**config.mk**
```make
export PLATFORM = sky130hd
export DESIGN_NAME = vab_cordic_stage
export DESIGN_NICKNAME = d
export VERILOG_FILES = /design/src/vab_pkg.sv /design/src/vab_cordic_stage.sv
export SDC_FILE = /design/constraint.sdc
export NUM_CORES = 1
export LEC_CHECK = 0
export BUFFER_PORTS_ARGS = -buffer_cell sky130_fd_sc_hd__buf_2
export CAP_MARGIN = 30
export CELL_PAD_IN_SITES_DETAIL_PLACEMENT = 2
export CELL_PAD_IN_SITES_GLOBAL_PLACEMENT = 2
export CORE_MARGIN = 4
export CORE_UTILIZATION = 25
export CTS_CLUSTER_DIAMETER = 100
export DETAILED_ROUTE_END_ITERATION = 8
export PLACE_DENSITY = 0.66
export SETUP_SLACK_MARGIN = 0.5
export SLEW_MARGIN = 5
export SYNTH_ARGS = -nofsm -noshare
export SYNTH_HDL_FRONTEND = slang
export SYNTH_SLANG_ARGS = --single-unit
```
**constraint.sdc**
```tcl
create_clock -name i_clk -period 11 [get_ports i_clk]
set_clock_uncertainty 0.05 [all_clocks]
set_input_delay 1.1 -clock i_clk [delete_from_list [all_inputs] [get_ports i_clk]]
set_output_delay 1.1 -clock i_clk [all_outputs]
set_load 0.005 [all_outputs]
```
**src/vab_pkg.sv**
```systemverilog
// Shared types, constants and CORDIC angle table for the vector angle block.
// No dependencies.
`timescale 1ns / 1ps
package vab_pkg;

    localparam int ANGLE_W = 17;
    localparam int NORM_W  = 29;
    localparam int XY_W    = 33;
    localparam int Z_W     = 29;
    localparam int RND_SH  = 11;

    localparam logic signed [Z_W-1:0]     HALF_PI_Q24 = 29'sd26353589;
    localparam logic signed [Z_W-1:0]     PI_Q24      = 29'sd52707179;
    localparam logic signed [Z_W-1:0]     RND_HALF    = 29'sd1024;
    localparam logic signed [ANGLE_W-1:0] TWO_PI_Q13  = 17'sd51472;

    typedef logic signed [ANGLE_W-1:0] t_angle;

    typedef struct packed {
        logic dneg;
        logic cneg;
        logic deg;
    } t_flags;

    function automatic logic signed [Z_W-1:0] atan_q24(input int unsigned idx);
        logic signed [Z_W-1:0] v;
        case (idx)
            0:  v = 29'sd13176795;
            1:  v = 29'sd7778716;
            2:  v = 29'sd4110060;
            3:  v = 29'sd2086331;
            4:  v = 29'sd1047214;
            5:  v = 29'sd524117;
            6:  v = 29'sd262123;
            7:  v = 29'sd131069;
            8:  v = 29'sd65536;
            9:  v = 29'sd32768;
            10: v = 29'sd16384;
            11: v = 29'sd8192;
            12: v = 29'sd4096;
            13: v = 29'sd2048;
            14: v = 29'sd1024;
            15: v = 29'sd512;
            16: v = 29'sd256;
            17: v = 29'sd128;
            18: v = 29'sd64;
            19: v = 29'sd32;
            20: v = 29'sd16;
            21: v = 29'sd8;
            22: v = 29'sd4;
            23: v = 29'sd2;
            24: v = 29'sd1;
            default: v = '0;
        endcase
        return v;
    endfunction

endpackage

```
**src/vab_cordic_stage.sv**
```systemverilog
// One vectoring CORDIC iteration with its pipeline register.
// Depends on vab_pkg.
`timescale 1ns / 1ps
module vab_cordic_stage
    import vab_pkg::*;
#(
    parameter int IDX = 0
) (
    input  logic                   i_clk,
    input  logic                   i_rst_n,
    input  logic                   i_en,
    input  logic                   i_valid,
    input  t_flags                 i_flags,
    input  logic signed [XY_W-1:0] i_x,
    input  logic signed [XY_W-1:0] i_y,
    input  logic signed [Z_W-1:0]  i_z,
    output logic                   o_valid,
    output t_flags                 o_flags,
    output logic signed [XY_W-1:0] o_x,
    output logic signed [XY_W-1:0] o_y,
    output logic signed [Z_W-1:0]  o_z
);
    localparam logic signed [Z_W-1:0] STEP = atan_q24(IDX);

    logic                   r_valid;
    t_flags                 r_flags;
    logic signed [XY_W-1:0] r_x, r_y;
    logic signed [Z_W-1:0]  r_z;
    logic signed [XY_W-1:0] n_xs, n_ys;
    logic                   n_pos;

    assign n_xs  = i_x >>> IDX;
    assign n_ys  = i_y >>> IDX;
    assign n_pos = !i_y[XY_W-1] && (i_y != '0);

    always_ff @(posedge i_clk) begin
        if (!i_rst_n) begin
            r_valid <= 1'b0;
        end else if (i_en) begin
            r_valid <= i_valid;
        end
    end

    always_ff @(posedge i_clk) begin
        if (i_en) begin
            r_flags <= i_flags;
            if (n_pos) begin
                r_x <= i_x + n_ys;
                r_y <= i_y - n_xs;
                r_z <= i_z + STEP;
            end else begin
                r_x <= i_x - n_ys;
                r_y <= i_y + n_xs;
                r_z <= i_z - STEP;
            end
        end
    end

    assign o_valid = r_valid;
    assign o_flags = r_flags;
    assign o_x     = r_x;
    assign o_y     = r_y;
    assign o_z     = r_z;
endmodule

```
# Word level (Yosys, flattened, before mapping)
# Cells that the tools add are included.
[totals]
output_inout_bits = 99
elab_cells = 18
register_bits = 99
[op_classes]
addsub = 5
n_mux = 3
n_reduce_logical = 3
[ops]
columns = ["cell", "n"]
rows = [
  ["$mux 33", 2],
  ["$sub 33x33->33", 2],
  ["$add 33x33->33", 1],
  ["$reduce_bool 33->1", 1],
  ["$add 29x25->29 const B", 1],
  ["$mux 29", 1],
  ["$sub 29x25->29 const B", 1],
  ["$logic_and 1x1->1", 1],
  ["$logic_not 1->1", 1],
]

# Depth between registers and ports, before layout
[logic_depth]
word_depth = 3
mapped_depth = 18
mapped_depth_nobuf = 14

# Worst setup path before layout
# OpenSTA, ideal clock, no wires.
[synth_timing]
path_type = "input -> register"
startpoint = "input i_y[25]"
endpoint = "register r_z[21] (netlist: o_z[21]) (data pin)"
path_slack_ns = 6.108
setup_time_ns = 0.263
t_arrival_ns = 4.579
path_stages = 18
cell_sequence = "nor4_1 -> nand4_1 -> o21ba_2 -> clkbuf_1 -> inv_1 -> buf_2 -> buf_2 -> buf_2 -> ha_1 -> o21ai_0 -> o211ai_1 -> a41oi_2 -> a21oi_2 -> a311oi_4 -> o21bai_2 -> a221o_1 -> a21oi_2 -> xnor2_1"
[synth_between]
elab_chain_len = 3
[synth_rtl]
columns = ["item", "line", "text"]
rows = [
  ["start, declared", "vab_cordic_stage.sv:15", "input logic signed [XY_W-1:0] i_y,"],
  ["$reduce_bool 33->1", "vab_cordic_stage.sv:34", "assign n_pos = !i_y[XY_W-1] && (i_y != '0);"],
  ["$logic_and 1x1->1", "vab_cordic_stage.sv:34", ""],
  ["$mux 29", "vab_cordic_stage.sv:47", "if (n_pos) begin"],
  ["end signal, assigned", "vab_cordic_stage.sv:50", "r_z <= i_z + STEP;"],
  ["end signal, assigned", "vab_cordic_stage.sv:54", "r_z <= i_z - STEP;"],
  ["end, declared", "vab_cordic_stage.sv:28", "logic signed [Z_W-1:0] r_z;"],
]
# Every way passes these cells.
# A chain may end at the register's enable or synchronous reset.

# Worst setup path after layout
[layout_timing]
startpoint = "input i_y[17]"
endpoint = "register r_z[27] (netlist: o_z[27]) (data pin)"
# Same word-level chain as after synthesis.

==> results.json <==
{
  "grtUsageTotal_pct": 19.17,
  "ir_worst_vdd_v": 0.00005884,
  "drt_iter0_markers": 465,
  "cp_num_buf_inv": 4,
  "synth_top_area_share_pct": 28.41,
  "num_rows": 73,
  "via_per_inst": 5.269,
  "finalHoldViolCount": 0,
  "layout_common_cells": "199 x buf_2, 123 x a21oi_1, 123 x ha_1, 108 x inv_1, 97 x edfxtp_1",
  "fmaxAchievable_mhz": 165.9,
  "synth_top_cell_by_area": "edfxtp_1",
  "path_cells": "buf_2 -> nor4_1 -> nand4_1 -> o21ba_4 -> buf_4 -> inv_2 -> buf_4 -> ha_1 -> a21o_1 -> a21oi_1 -> nor2_1 -> a311oi_4 -> o211ai_1 -> a221oi_1 -> xnor2_1",
  "dp.cells": 1872,
  "layout_commonest_cell": "buf_2",
  "cts.sinks": 98,
  "n_antenna_cell": 0,
  "cp.arrival_ns": 6.10,
  "ys_seq_area_share_pct": 28.61,
  "clk_path_buf_depth": 2,
  "syn_inst": 1195,
  "slew_headroom_pct": 40.62,
  "syn_area_sq_um": 10250,
  "syn_area_per_cell_sq_um": 8.578,
  "wl_um": 43050,
  "dpl_worst_slack_ns": 4.578,
  "finalSetupTns_ns": 0,
  "fin_crit_ns": 6.029,
  "path_class": "input pin to flip-flop",
  "yosys.cell_types.count": 83,
  "fin_crit_sh_pct": 54.81,
  "firstDrtPassIters": 4,
  "ys_warn_count": 0,
  "synthesis.nets": 1424,
  "outcome": "finished, final reports clean",
  "via_count": 9948,
  "path_common_cell": "buf_4",
  "die_y_um": 210.5,
  "rsz0062_at_grt": "false",
  "slowest_delay_ns": 0.72,
  "setup_ws_ns": 4.971,
  "instances_no_fill": 1888,
  "hold_buffers": 0,
  "slowest_stage": "nor4_1",
  "cts_buffers": 9,
  "synth_flop_cell": "edfxtp_1",
  "endpoint_kind": "flip-flop",
  "clk_latency_ns": 0.37,
  "wl_per_cell_um": 22.80,
  "regToRegStartpoint": "o_valid",
  "antenna_found_initial": 2,
  "cap_violations": 0,
  "grt_pass1_wl_um": 66160,
  "first_global_vias": 10770,
  "post-route-drc-count": 0,
  "p_per_area_nw_per_um2": 119.8,
  "crit_start": "i_y[17]",
  "cts_tree": "yes",
  "synth_edf_count": 97,
  "io_buffers": 200,
  "crit_fanout": 45,
  "leakage_nw": 5.143,
  "core_area_sq_um": 40100,
  "ant_nets": 0,
  "grt_max_degree": 51,
  "overflow": 0,
  "cts_max_level": 3,
  "fillers": 4616,
  "hp-start": "o_valid",
  "clk_pin_slew_ns": 0.07,
  "layout-drive-gt1-share_pct": 18.64,
  "syn2layout_area_growth_pct": 16.92,
  "async_flop_share_pct": 0,
  "gp_congestion": 0.8619,
  "dieArea_sq_um": 44310,
  "cts_resized": 0,
  "start_kind": "input pin",
  "die_w_um": 210.5,
  "crit_family": "buffers and inverters",
  "crit_required_ns": 11.07,
  "nNetsFinal": 1587,
  "post_cts_buffers": 0,
  "yosys_register_bits": 98,
  "floorplan.initialDensity_pct": 25.57,
  "cts_root_buf": "clkbuf_16",
  "setup_viol": 0,
  "slew_violations": 0,
  "ys_top_cells_by_area": "edfxtp_1 28%, ha_1 15%, a21oi_1 6.0%",
  "worstMarginPinSlew_ns": 0.8894,
  "hpwl_um": 34950,
  "hold_path_class": "flip-flop to flip-flop",
  "pin_count": 201
}
==> final cells by class <==
type | instances | area [sq um] | area share [%]
Multi-Input combinational cell | 931 | 6644 | 55.43
Clock inverter | 7 | 60.06 | 0.5011
Clock buffer | 9 | 225.2 | 1.879
Inverter | 113 | 425.4 | 3.549
Sequential cell | 98 | 2933 | 24.47
Tap cell | 525 | 656.9 | 5.481
Timing Repair Buffer | 205 | 1041 | 8.686
==> cells in the mapped netlist, types with 6 or more instances <==
| master | count |
|---|---|
| a211o_1 | 6 |
| a211oi_1 | 19 |
| a21o_1 | 35 |
| a21oi_1 | 123 |
| a221oi_1 | 6 |
| a31oi_1 | 21 |
| and2_1 | 6 |
| and3_1 | 8 |
| buf_2 | 21 |
| clkbuf_1 | 24 |
| edfxtp_1 | 97 |
| ha_1 | 123 |
| inv_1 | 109 |
| mux2i_1 | 8 |
| nand2_1 | 62 |
| nand2b_1 | 12 |
| nand3_1 | 25 |
| nand4_1 | 12 |
| nor2_1 | 91 |
| nor2b_1 | 14 |
| nor3_1 | 19 |
| nor4_1 | 23 |
| o211ai_1 | 14 |
| o21a_1 | 6 |
| o21ai_0 | 76 |
| o21bai_1 | 24 |
| o31ai_1 | 10 |
| or3_1 | 8 |
| xnor2_1 | 69 |
| xor2_1 | 18 |
==> worst paths after layout <==
kind              endpoint  slack [ns]  cells after the start
setup / recovery   o_z[27]        4.97                     15
hold / removal     o_valid        0.48                      2
setup reg to reg   o_valid       10.36                      2
hold reg to reg    o_valid        0.48                      2
==> kinds of logic (layout without fill, tap and decap cells) <==
group | count (synthesis) | in the layout | share of synthesized area (%)
AOI/OAI and AO/OA | 406 | 406 | 26.00
and+or+nand+nor | 300 | 300 | 14.41
buffers and inverters | 166 | 334 | 6.640
adders and majority gates | 127 | 127 | 15.79
DFF | 98 | 98 | 28.61
xor gates and xnor gates | 87 | 87 | 7.433
muxes | 11 | 11 | 1.111
==> state kept, by name, indices dropped and copies added (netlist names) <==
register and count:
o_y 33, o_x 32, o_z 29, o_flags 3, o_valid 1
==> stage by stage <==
step / util [%] / cell area [sq um] / hold slack, ns / total power, mW
floorplan: - / 10250 / 0.4573 / 0.8645
global placement: 29.18 / 11700 / 0.4419 / 1.097
detailed placement: 29.18 / 11700 / 0.4669 / 1.108
CTS: 29.89 / 11990 / 0.4842 / 1.455
global route: 29.89 / 11990 / 0.5533 / 1.526
finish: 29.89 / 11990 / 0.4765 / 1.435
==> per-layer routing <==
layer | global-route usage (%) | up-vias | routed length, um
met4 | 4.807 | 2 | 800
met1 | 25.73 | 5005 | 19780
met5 | 0 | - | 12
met2 | 32.75 | 211 | 20720
li1 | - | 4689 | -
met3 | 2.560 | 41 | 1732
==> worst reg2reg max path: cells and delay by family, from the launching register on <==
family,cells,cell delay (ns)
DFF,1,0.31
muxes,1,0.12
and+or+nand+nor,1,0.06
==> where the power goes <==
part	switching (mW)	internal (mW)	leakage [nW]
clock	0.181	0.158	0.136
sequential	0.0166	0.494	0.958
combinational	0.367	0.219	4.05
Power figures use the tool's default switching activity.
