### src/vab_pkg.sv
// Shared types, constants and CORDIC angle table for the vector angle block.
// No dependencies.
`timescale 1ns / 1ps
package vab_pkg;

    localparam int ANGLE_W = 17;
    localparam int NORM_W  = 29;
    localparam int XY_W    = 33;
    localparam int Z_W     = 29;
    localparam int RND_SH  = 11;

    localparam logic signed [Z_W-1:0]     HALF_PI_Q24 = 29'sd26353589;
    localparam logic signed [Z_W-1:0]     PI_Q24      = 29'sd52707179;
    localparam logic signed [Z_W-1:0]     RND_HALF    = 29'sd1024;
    localparam logic signed [ANGLE_W-1:0] TWO_PI_Q13  = 17'sd51472;

    typedef logic signed [ANGLE_W-1:0] t_angle;

    typedef struct packed {
        logic dneg;
        logic cneg;
        logic deg;
    } t_flags;

    function automatic logic signed [Z_W-1:0] atan_q24(input int unsigned idx);
        logic signed [Z_W-1:0] v;
        case (idx)
            0:  v = 29'sd13176795;
            1:  v = 29'sd7778716;
            2:  v = 29'sd4110060;
            3:  v = 29'sd2086331;
            4:  v = 29'sd1047214;
            5:  v = 29'sd524117;
            6:  v = 29'sd262123;
            7:  v = 29'sd131069;
            8:  v = 29'sd65536;
            9:  v = 29'sd32768;
            10: v = 29'sd16384;
            11: v = 29'sd8192;
            12: v = 29'sd4096;
            13: v = 29'sd2048;
            14: v = 29'sd1024;
            15: v = 29'sd512;
            16: v = 29'sd256;
            17: v = 29'sd128;
            18: v = 29'sd64;
            19: v = 29'sd32;
            20: v = 29'sd16;
            21: v = 29'sd8;
            22: v = 29'sd4;
            23: v = 29'sd2;
            24: v = 29'sd1;
            default: v = '0;
        endcase
        return v;
    endfunction

endpackage

### src/vab_norm_stage.sv
// One step of the normalizing left shift: shifts by SHIFT if the top bits are clear.
// Depends on vab_pkg.
`timescale 1ns / 1ps
module vab_norm_stage
    import vab_pkg::*;
#(
    parameter int W     = 32,
    parameter int SHIFT = 16
) (
    input  logic         i_clk,
    input  logic         i_rst_n,
    input  logic         i_en,
    input  logic         i_valid,
    input  t_flags       i_flags,
    input  logic [W-1:0] i_d,
    input  logic [W-1:0] i_c,
    input  logic [W-1:0] i_m,
    output logic         o_valid,
    output t_flags       o_flags,
    output logic [W-1:0] o_d,
    output logic [W-1:0] o_c,
    output logic [W-1:0] o_m
);
    logic         r_valid;
    t_flags       r_flags;
    logic [W-1:0] r_d, r_c, r_m;
    logic         n_sh;

    assign n_sh = (i_m[W-1 -: SHIFT] == '0);

    always_ff @(posedge i_clk) begin
        if (!i_rst_n) begin
            r_valid <= 1'b0;
        end else if (i_en) begin
            r_valid <= i_valid;
        end
    end

    always_ff @(posedge i_clk) begin
        if (i_en) begin
            r_flags <= i_flags;
            r_d     <= n_sh ? (i_d << SHIFT) : i_d;
            r_c     <= n_sh ? (i_c << SHIFT) : i_c;
            r_m     <= n_sh ? (i_m << SHIFT) : i_m;
        end
    end

    assign o_valid = r_valid;
    assign o_flags = r_flags;
    assign o_d     = r_d;
    assign o_c     = r_c;
    assign o_m     = r_m;
endmodule

### config.mk
export PLATFORM = sky130hd
export DESIGN_NAME = vab_norm_stage
export DESIGN_NICKNAME = d
export VERILOG_FILES = /design/src/vab_pkg.sv /design/src/vab_norm_stage.sv
export SDC_FILE = /design/constraint.sdc
export NUM_CORES = 1
export LEC_CHECK = 0
export ABC_CLOCK_PERIOD_IN_PS = 4800
export BUFFER_PORTS_ARGS = -buffer_cell sky130_fd_sc_hd__buf_2
export CAP_MARGIN = 20
export CORE_UTILIZATION = 28
export DETAILED_ROUTE_END_ITERATION = 10
export HOLD_SLACK_MARGIN = 0.05
export SLEW_MARGIN = 20
export SYNTH_ARGS = -nofsm -noshare
export SYNTH_HDL_FRONTEND = slang
export SYNTH_SLANG_ARGS = --single-unit
### constraint.sdc
create_clock -name i_clk -period 4.8 [get_ports i_clk]
set_clock_uncertainty 0.2 [all_clocks]
set_input_delay 0.72 -clock i_clk [delete_from_list [all_inputs] [get_ports i_clk]]
set_output_delay 0.72 -clock i_clk [all_outputs]
set_load 0.01 [all_outputs]
After elaboration in Yosys (flattened, before gate mapping)
Index checks and enable logic that the tools add are counted.

Bits in registers: 100. Latch bits: 0. RAM bits: 0. Memory bits (read-only): 0. Input port bits: 103. Logic and storage cells: 14. Memories kept: 0.

Add/subtract/negate cells: 0. $mul: 0. Div/mod/pow operators: 0. Magnitude comparators: 0. Equal/unequal tests: 0. Shift operators: 0. Muxes and demuxes: 3. Bitwise gates (word level): 0. Reductions and logical operators: 1.

Operator list (number): two-way mux 32 bit (3); logical NOT 16 bit (1).

Logic depth before layout (Yosys ltp)
Gate-level depths: netlist of run 1.

Word-level depth: 2. Mapped depth: 5. Depth with buffers taken out: 3.

Least setup slack after synthesis of run 1
No wires, ideal clock.

Path kind: input to register. Start: in i_m[29]. End: reg r_c[30] (netlist: o_c[30]) (data pin). Library setup time: 0.260 ns. Data arrival time: 1.812 ns. Path slack: 2.527 ns. Stages: 5. Buffers on the path: 2. Path through: nor4_2 and4_4 buf_6 buf_12 mux2_4.

Word-level cells in the longest chain between the ends: 2.

Ends and longest elaborated chain: start: declaration (RTL line vab_norm_stage.sv:17) `input logic [W-1:0] i_m,`; logical NOT 16 bit (RTL line vab_norm_stage.sv:29) `assign n_sh = (i_m[W-1 -: SHIFT] == '0);`; two-way mux 32 bit (RTL line vab_norm_stage.sv:43) `r_c <= n_sh ? (i_c << SHIFT) : i_c;`; end signal: assignment (RTL line vab_norm_stage.sv:43); end: declaration (RTL line vab_norm_stage.sv:26) `logic [W-1:0] r_d, r_c, r_m;`.

No other way between the ends. A chain may end at the register's enable or synchronous reset.

Final worst setup path of run 1
Start: in i_m[16]. End: reg r_c[18] (netlist: o_c[18]) (data pin).

The elaborated chain is that of the path after synthesis.

==> results.md, run 1 <==
- Outcome: completed
- Arrival @ worst endpoint: about 2.5 ns
- Met1 wire length: 3450 um
- Synth warnings: 0
- Setup TNS: 0 ns
- Grt ovf: 0
- Share of layout cells above drive strength 1: 60.0%
- Leak Pwr: between 2 and 2.5 nW
- Setup repair bufs after CTS: 0
- Distinct cell type count after synthesis: 15
- Gr usage total: 12.1%
- Hold Vio Cnt, Final: 0
- Buf/Inv on CP: 1
- PortBufs: 202
- Global-route wire length before repair: approximately 13000 um
- Final hold slack: 0.334 ns
- Largest net degree at the start of global routing: 83
- Die area: roughly 15000 sq um
- Achievable Freq: 381 MHz
- Synth Net Count: 317
- Critical path class: in2reg
- Worst-path cell chain: buf_2, nor4_2, and4_4, mux2_2
- Initial antenna violation count: 0
- Slew margin rel.: 31.5%
- Core area: 13800 sq um
- FF/Latch Area: 2990 sq um
- Routed Antenna Nets: 0
- DR vias/cell: roughly 4.2
- Crit Path Max Fanout: 48
- Synthesized flop and latch total: 100
- CTS Buf Count: 9
- Top cells by area, synth: edfxtp_1 75%, mux2_2 8.0%, and2_1 7.6%, a21o_1 3.0%, mux2_4 1.5%
- Total Wirelength: 8780 um
- DRT iter0 DRCs: 118
- Met3 WL: 658 um
- Cell count after synthesis: 214
- Most frequent cells in the layout: 201 x buf_2, 99 x edfxtp_1, 48 x and2_1, 28 x mux2_2, 16 x a21o_1
- H-tree levels: 3
- Latest clock arrival within the worst-skew pair: 0.33 ns
- Clock sinks: 100
- Routed WL per cell: 14.5 um
- Commonest non-fill, non-tap cell in the layout: buf_2
- Mean Syn Cell Area: about 18 sq um
- Placer Congestion: 0.759
- DRC: 0
- Unrepaired setup endpoints after global routing: false
- Starting density of the core: 28.5%
- Critical Path RT: between 4 and 5 ns
- Placed standard-cell area: 5130 sq um
- Final Core Density: 39.0%
- Cell family with most CP delay: simple AND/OR/NAND/NOR gates
- Met2 Routed Length: 4500 um
- Synthesized area: 3950 sq um
- Cell Pwr Density: 352 nW/um^2
- Total number of vias: about 2500
- Hpwl dp: 6410 um
- CTS tree: done
- Fillers: 1343
- Post-CTS Hold Fix Bufs: 0
- Slew @ Worst Pin: between 1 and 1.5 ns
- Highest routed layer: met4
- Final slew viol count: 0
- Clock Pin Slew Worst Setup and Hold Paths: 0.06 ns
- Crit-path slowest cell: and4_4
- Nets: 523
- # rows: 43
- Area share of the leading cell type in the synthesized netlist: 75.4%
- Vias in the first global route: 2573
- Design area: 5400 sq um
- Worst ir drop on vdd: 0.000158 V
- Area leader, netlist: edfxtp_1
- Footprint of the multi-input gates: 880 sq um
- # diodes: 0
- Chip Height: 121 um
- Max clock buf depth: 2
- Post-CTS resize count: 0
- # IOs: 203
- Fin crit share: 54.7%
- Sequential share of the synthesized area: 75.9%
- Critical path startpoint category: input port
- CTS Root Cell: clkbuf_16
- Die width: approximately 120 um
- Crit path time final: between 2 and 3 ns
- CP endpoint kind: flip-flop
- Min-delay worst type: reg2reg
- MaxCap Viol Count: 0
- Setup violators final: 0
- Area Growth Syn to Fin: 36.8%
- Drt first pass iters: 4
- Max incr delay on CP: 0.76 ns
==> report_power, final <==
group          internal (mW)  total (mW)  switching [mW]
Combinational         0.0983       0.205           0.107
Clock                  0.348       0.643           0.295
Sequential              1.04        1.05          0.0161
==> tightest hold or removal path: stages (launching register included) <==
cell	delay [ns]
dfxtp_1	0.31
mux2i_1	0.12
nor2b_1	0.06
==> per-stage QoR <==
stage                     setup WS (ns)  power (mW)  cells
after detailed placement           1.80        1.28    589
after CTS                          2.17        1.93    605
after global placement             1.80        1.28    589
final                              2.17        1.90    605
after floorplan                    2.53        1.14    214
after global routing               2.09        1.98    605
==> metal layers <==
layer,vias up,GRT usage [%]
met4,0,6.25
met5,-,0
met2,111,20.7
met1,1212,13.5
li1,1213,-
met3,13,3.77
==> state kept, by name, summed over array words and instances, names as in the netlist <==
signal   flops
o_valid      1
o_m         32
o_d         32
o_flags      3
o_c         32
==> Yosys cell counts, drive strengths merged <==
library cell	instances
nand4	1
buf	5
and2	48
nor4	4
mux2i	1
mux2	32
dfxtp	1
a21o	16
edfxtp	99
nor2b	1
clkbuf	5
and4	1
==> final timing paths <==
| kind | startpoint | endpoint | slack, ns | cells after the start |
|---|---|---|---|---|
| max | i_m[16] | o_c[18]$_DFFE_PP_ | 2.17 | 4 |
| min | o_valid$_SDFFE_PN0P_ | o_valid$_SDFFE_PN0P_ | 0.33 | 2 |
| max reg2reg | o_valid$_SDFFE_PN0P_ | o_valid$_SDFFE_PN0P_ | 4.00 | 2 |
| min reg2reg | o_valid$_SDFFE_PN0P_ | o_valid$_SDFFE_PN0P_ | 0.33 | 2 |
==> cells by family (layout without fill, tap and decap cells) <==
kind of cell    after synthesis  count (layout)  synth area share [%]
buf+inv                      10             221                  1.84
simple gates                 55              55                  9.48
mux                          33              33                  9.77
flops                       100             100                  75.9
compound gates               16              16                  3.04
==> cell type report <==
| class | instances | area share (%) |
|---|---|---|
| clock buffer | 11 | 4.31 |
| timing repair buffer | 205 | 19.2 |
| tap | 180 | 4.17 |
| sequential | 100 | 55.5 |
| multi-input combinational | 104 | 16.3 |
| clock inverter | 5 | 0.533 |
No activity file was read; power rests on OpenSTA's default activity.
==> run 2, diff against run 1 <==
ABC_CLOCK_PERIOD_IN_PS = 2750   (was 4800)
clock period = 2.75 ns   (was 4.8 ns; I/O delays follow)
==> run 2 against run 1 <==
  * First-iteration DRC count increased by 40%
  * Power increased by 74%
  * Worst hold slack got worse by 0.25 ns
  * Global-route usage increased by 0.10 points
  * Non-clock buffer count increased by 4
  * Cell count increased by 0.50%
  * Combinational power increased by 78%
  * Register-to-register slack got worse by 2.0 ns
==> results.md, run 2 (same netlist as run 1, synthesis figures left out) <==
- Min-delay worst type: in2reg
- Final slew viol count: 0 (unchanged)
- H-tree levels: 3 (unchanged)
- Total power: 3.32 mW (+74%)
- Design area: 5450 sq um (+0.97%)
- Critical path class: in2reg
- Starting density of the core: 28.5% (unchanged)
- DRT iter0 DRCs: 165 (+40%)
- Routed Antenna Nets: 0 (unchanged)
- Setup repair bufs after CTS: 0 (unchanged)
- Final Core Density: 39.4% (+0.38 points)
- Most frequent cells in the layout: 201 x buf_2, 99 x edfxtp_1, 48 x and2_1, 28 x mux2_2, 16 x a21o_1
- Max incr delay on CP: 0.44 ns (-0.32 ns)
- # IOs: 203 (unchanged)
- PortBufs: 202 (unchanged)
- Share of layout cells above drive strength 1: 59.6% (-0.42 points)
- Vias in the first global route: 2554 (-0.74%)
- Crit Path Max Fanout: 48 (unchanged)
- Nets: 527 (+0.76%)
- Max clock buf depth: 2 (unchanged)
- R2r worst-path depth: 2 (unchanged)
- Unrepaired setup endpoints after global routing: false
- Slew margin rel.: 59.8% (+28 points)
- MaxCap Viol Count: 0 (unchanged)
- Leak Pwr: 2.31 nW (+1.3%)
- CP endpoint kind: flip-flop
- Crit-path slowest cell: nor4_2
- Worst ir drop on vdd: 0.000246 V (+56%)
- CTS Root Cell: clkbuf_16
- Cells after DPL: 590 (+0.17%)
- Hpwl dp: 6360 um (-0.75%)
- Reg-to-reg endpoint: o_valid$_SDFFE_PN0P_
- Critical path startpoint category: input port
- Largest net degree at the start of global routing: 101 (+22%)
- Latest clock arrival within the worst-skew pair: 0.34 ns (about the same)
- Min-Delay Endpoint: o_valid$_SDFFE_PN0P_
- Commonest non-fill, non-tap cell in the layout: buf_2
- Drt first pass iters: 4 (unchanged)
- FF-to-FF setup slack: 1.96 ns (-2.04 ns)
- Outcome: completed
- Clock Pin Slew Worst Setup and Hold Paths: 0.06 ns (about the same)
- Final Non-Filler Cells: 608 (+0.50%)
- Initial antenna violation count: 0 (unchanged)
- Routed WL per cell: 14.7 um (+1.2%)
- DR vias/cell: 4.23 (+0.40%)
- Crit path time final: 2.06 ns
- Total Wirelength: 8930 um (+1.7%)
- Setup TNS: 0 ns (unchanged)
- Cell Pwr Density: 609 nW/um^2 (+73%)
- Global-route wire length before repair: 13100 um (-0.27%)
- Buf/Inv on CP: 2 (+1)
- Clock sinks: 100 (unchanged)
- Worst-path cell chain: buf_2, nor4_2, and4_4, buf_12, mux2_2
- CTS tree: done
- Arrival @ worst endpoint: 1.95 ns (-0.56 ns)
- Slew @ Worst Pin: 0.604 ns (-0.424 ns)
- Hold Path Origin: i_rst_n
- Placer Congestion: 0.776 (+2.3%)
- CTS Buf Count: 9 (unchanged)
- Fin crit share: 74.9%
- Die area: 14600 sq um (unchanged)
- Cell family with most CP delay: simple AND/OR/NAND/NOR gates
- # rows: 43 (unchanged)
- # diodes: 0 (unchanged)
- Critical Path RT: 2.64 ns (-2.05 ns)
- Setup violators final: 0 (unchanged)
- Grt ovf: 0 (unchanged)
- Hold-critical path depth: 2 (unchanged)
- Chip Height: 121 um (unchanged)
- Reg2reg start: o_valid$_SDFFE_PN0P_
- Hold Vio Cnt, Final: 0 (unchanged)
- Core area: 13800 sq um (unchanged)
- Achievable Freq: 485 MHz
- DRC: 0 (unchanged)
- Total number of vias: 2572 (+0.90%)
- Gr usage total: 12.2% (+0.10 points)
- Die width: 121 um (unchanged)
- Placed standard-cell area: 5170 sq um (+0.63%)
- Area Growth Syn to Fin: 38.1%
run 2: repair_timing:
action / CTS / global route
gates resized for setup: 0 / 0
hold buffers: 3 / 0
endpoints found under the hold margin: 3 / 0
run 2: metal layers:
layer,vias up,GRT usage [%],share of wire (%)
li1,1225,-,-
met1,1221,14.2,41
met2,115,20.2,50
met3,11,3.54,6.4
met4,0,6.71,2.0
met5,-,0,0
run 2: area by class of cell:
class                           count  area (sq um)
Fill cell                        1351          8380
Sequential cell                   100          2990
Timing Repair Buffer              209          1100
Multi-Input combinational cell    104           880
Clock buffer                       12           236
Tap cell                          180           225
Clock inverter                      3          15.0
run 2: worst max path at each step:
stage / startpoint / to / slack (ns) / depth (start not counted)
4_1_cts: i_m[16] / o_d[24]$_DFFE_PP_ / 0.67 / 5
3_5_place_dp: i_m[16] / o_c[22]$_DFFE_PP_ / 0.30 / 5
3_3_place_gp: i_m[16] / o_c[23]$_DFFE_PP_ / 0.35 / 5
2_1_floorplan: i_m[29] / o_c[30]$_DFFE_PP_ / 0.78 / 5
6_report: i_m[16] / o_d[24]$_DFFE_PP_ / 0.69 / 5
5_1_grt: i_m[16] / o_d[24]$_DFFE_PP_ / 0.63 / 5
run 2: where the power goes:
group | total (mW) | internal (mW) | switching, mW
clock | 1.11 | 0.605 | 0.509
sequential | 1.84 | 1.81 | 0.0288
combinational | 0.364 | 0.176 | 0.188
run 2: per-stage QoR:
step	setup WS, ns	hold WS (ns)
detailed placement	0.304	0.308
CTS	0.668	0.0626
global placement	0.349	0.293
global route	0.625	0.0679
floorplan	0.785	0.311
finish	0.690	0.0798
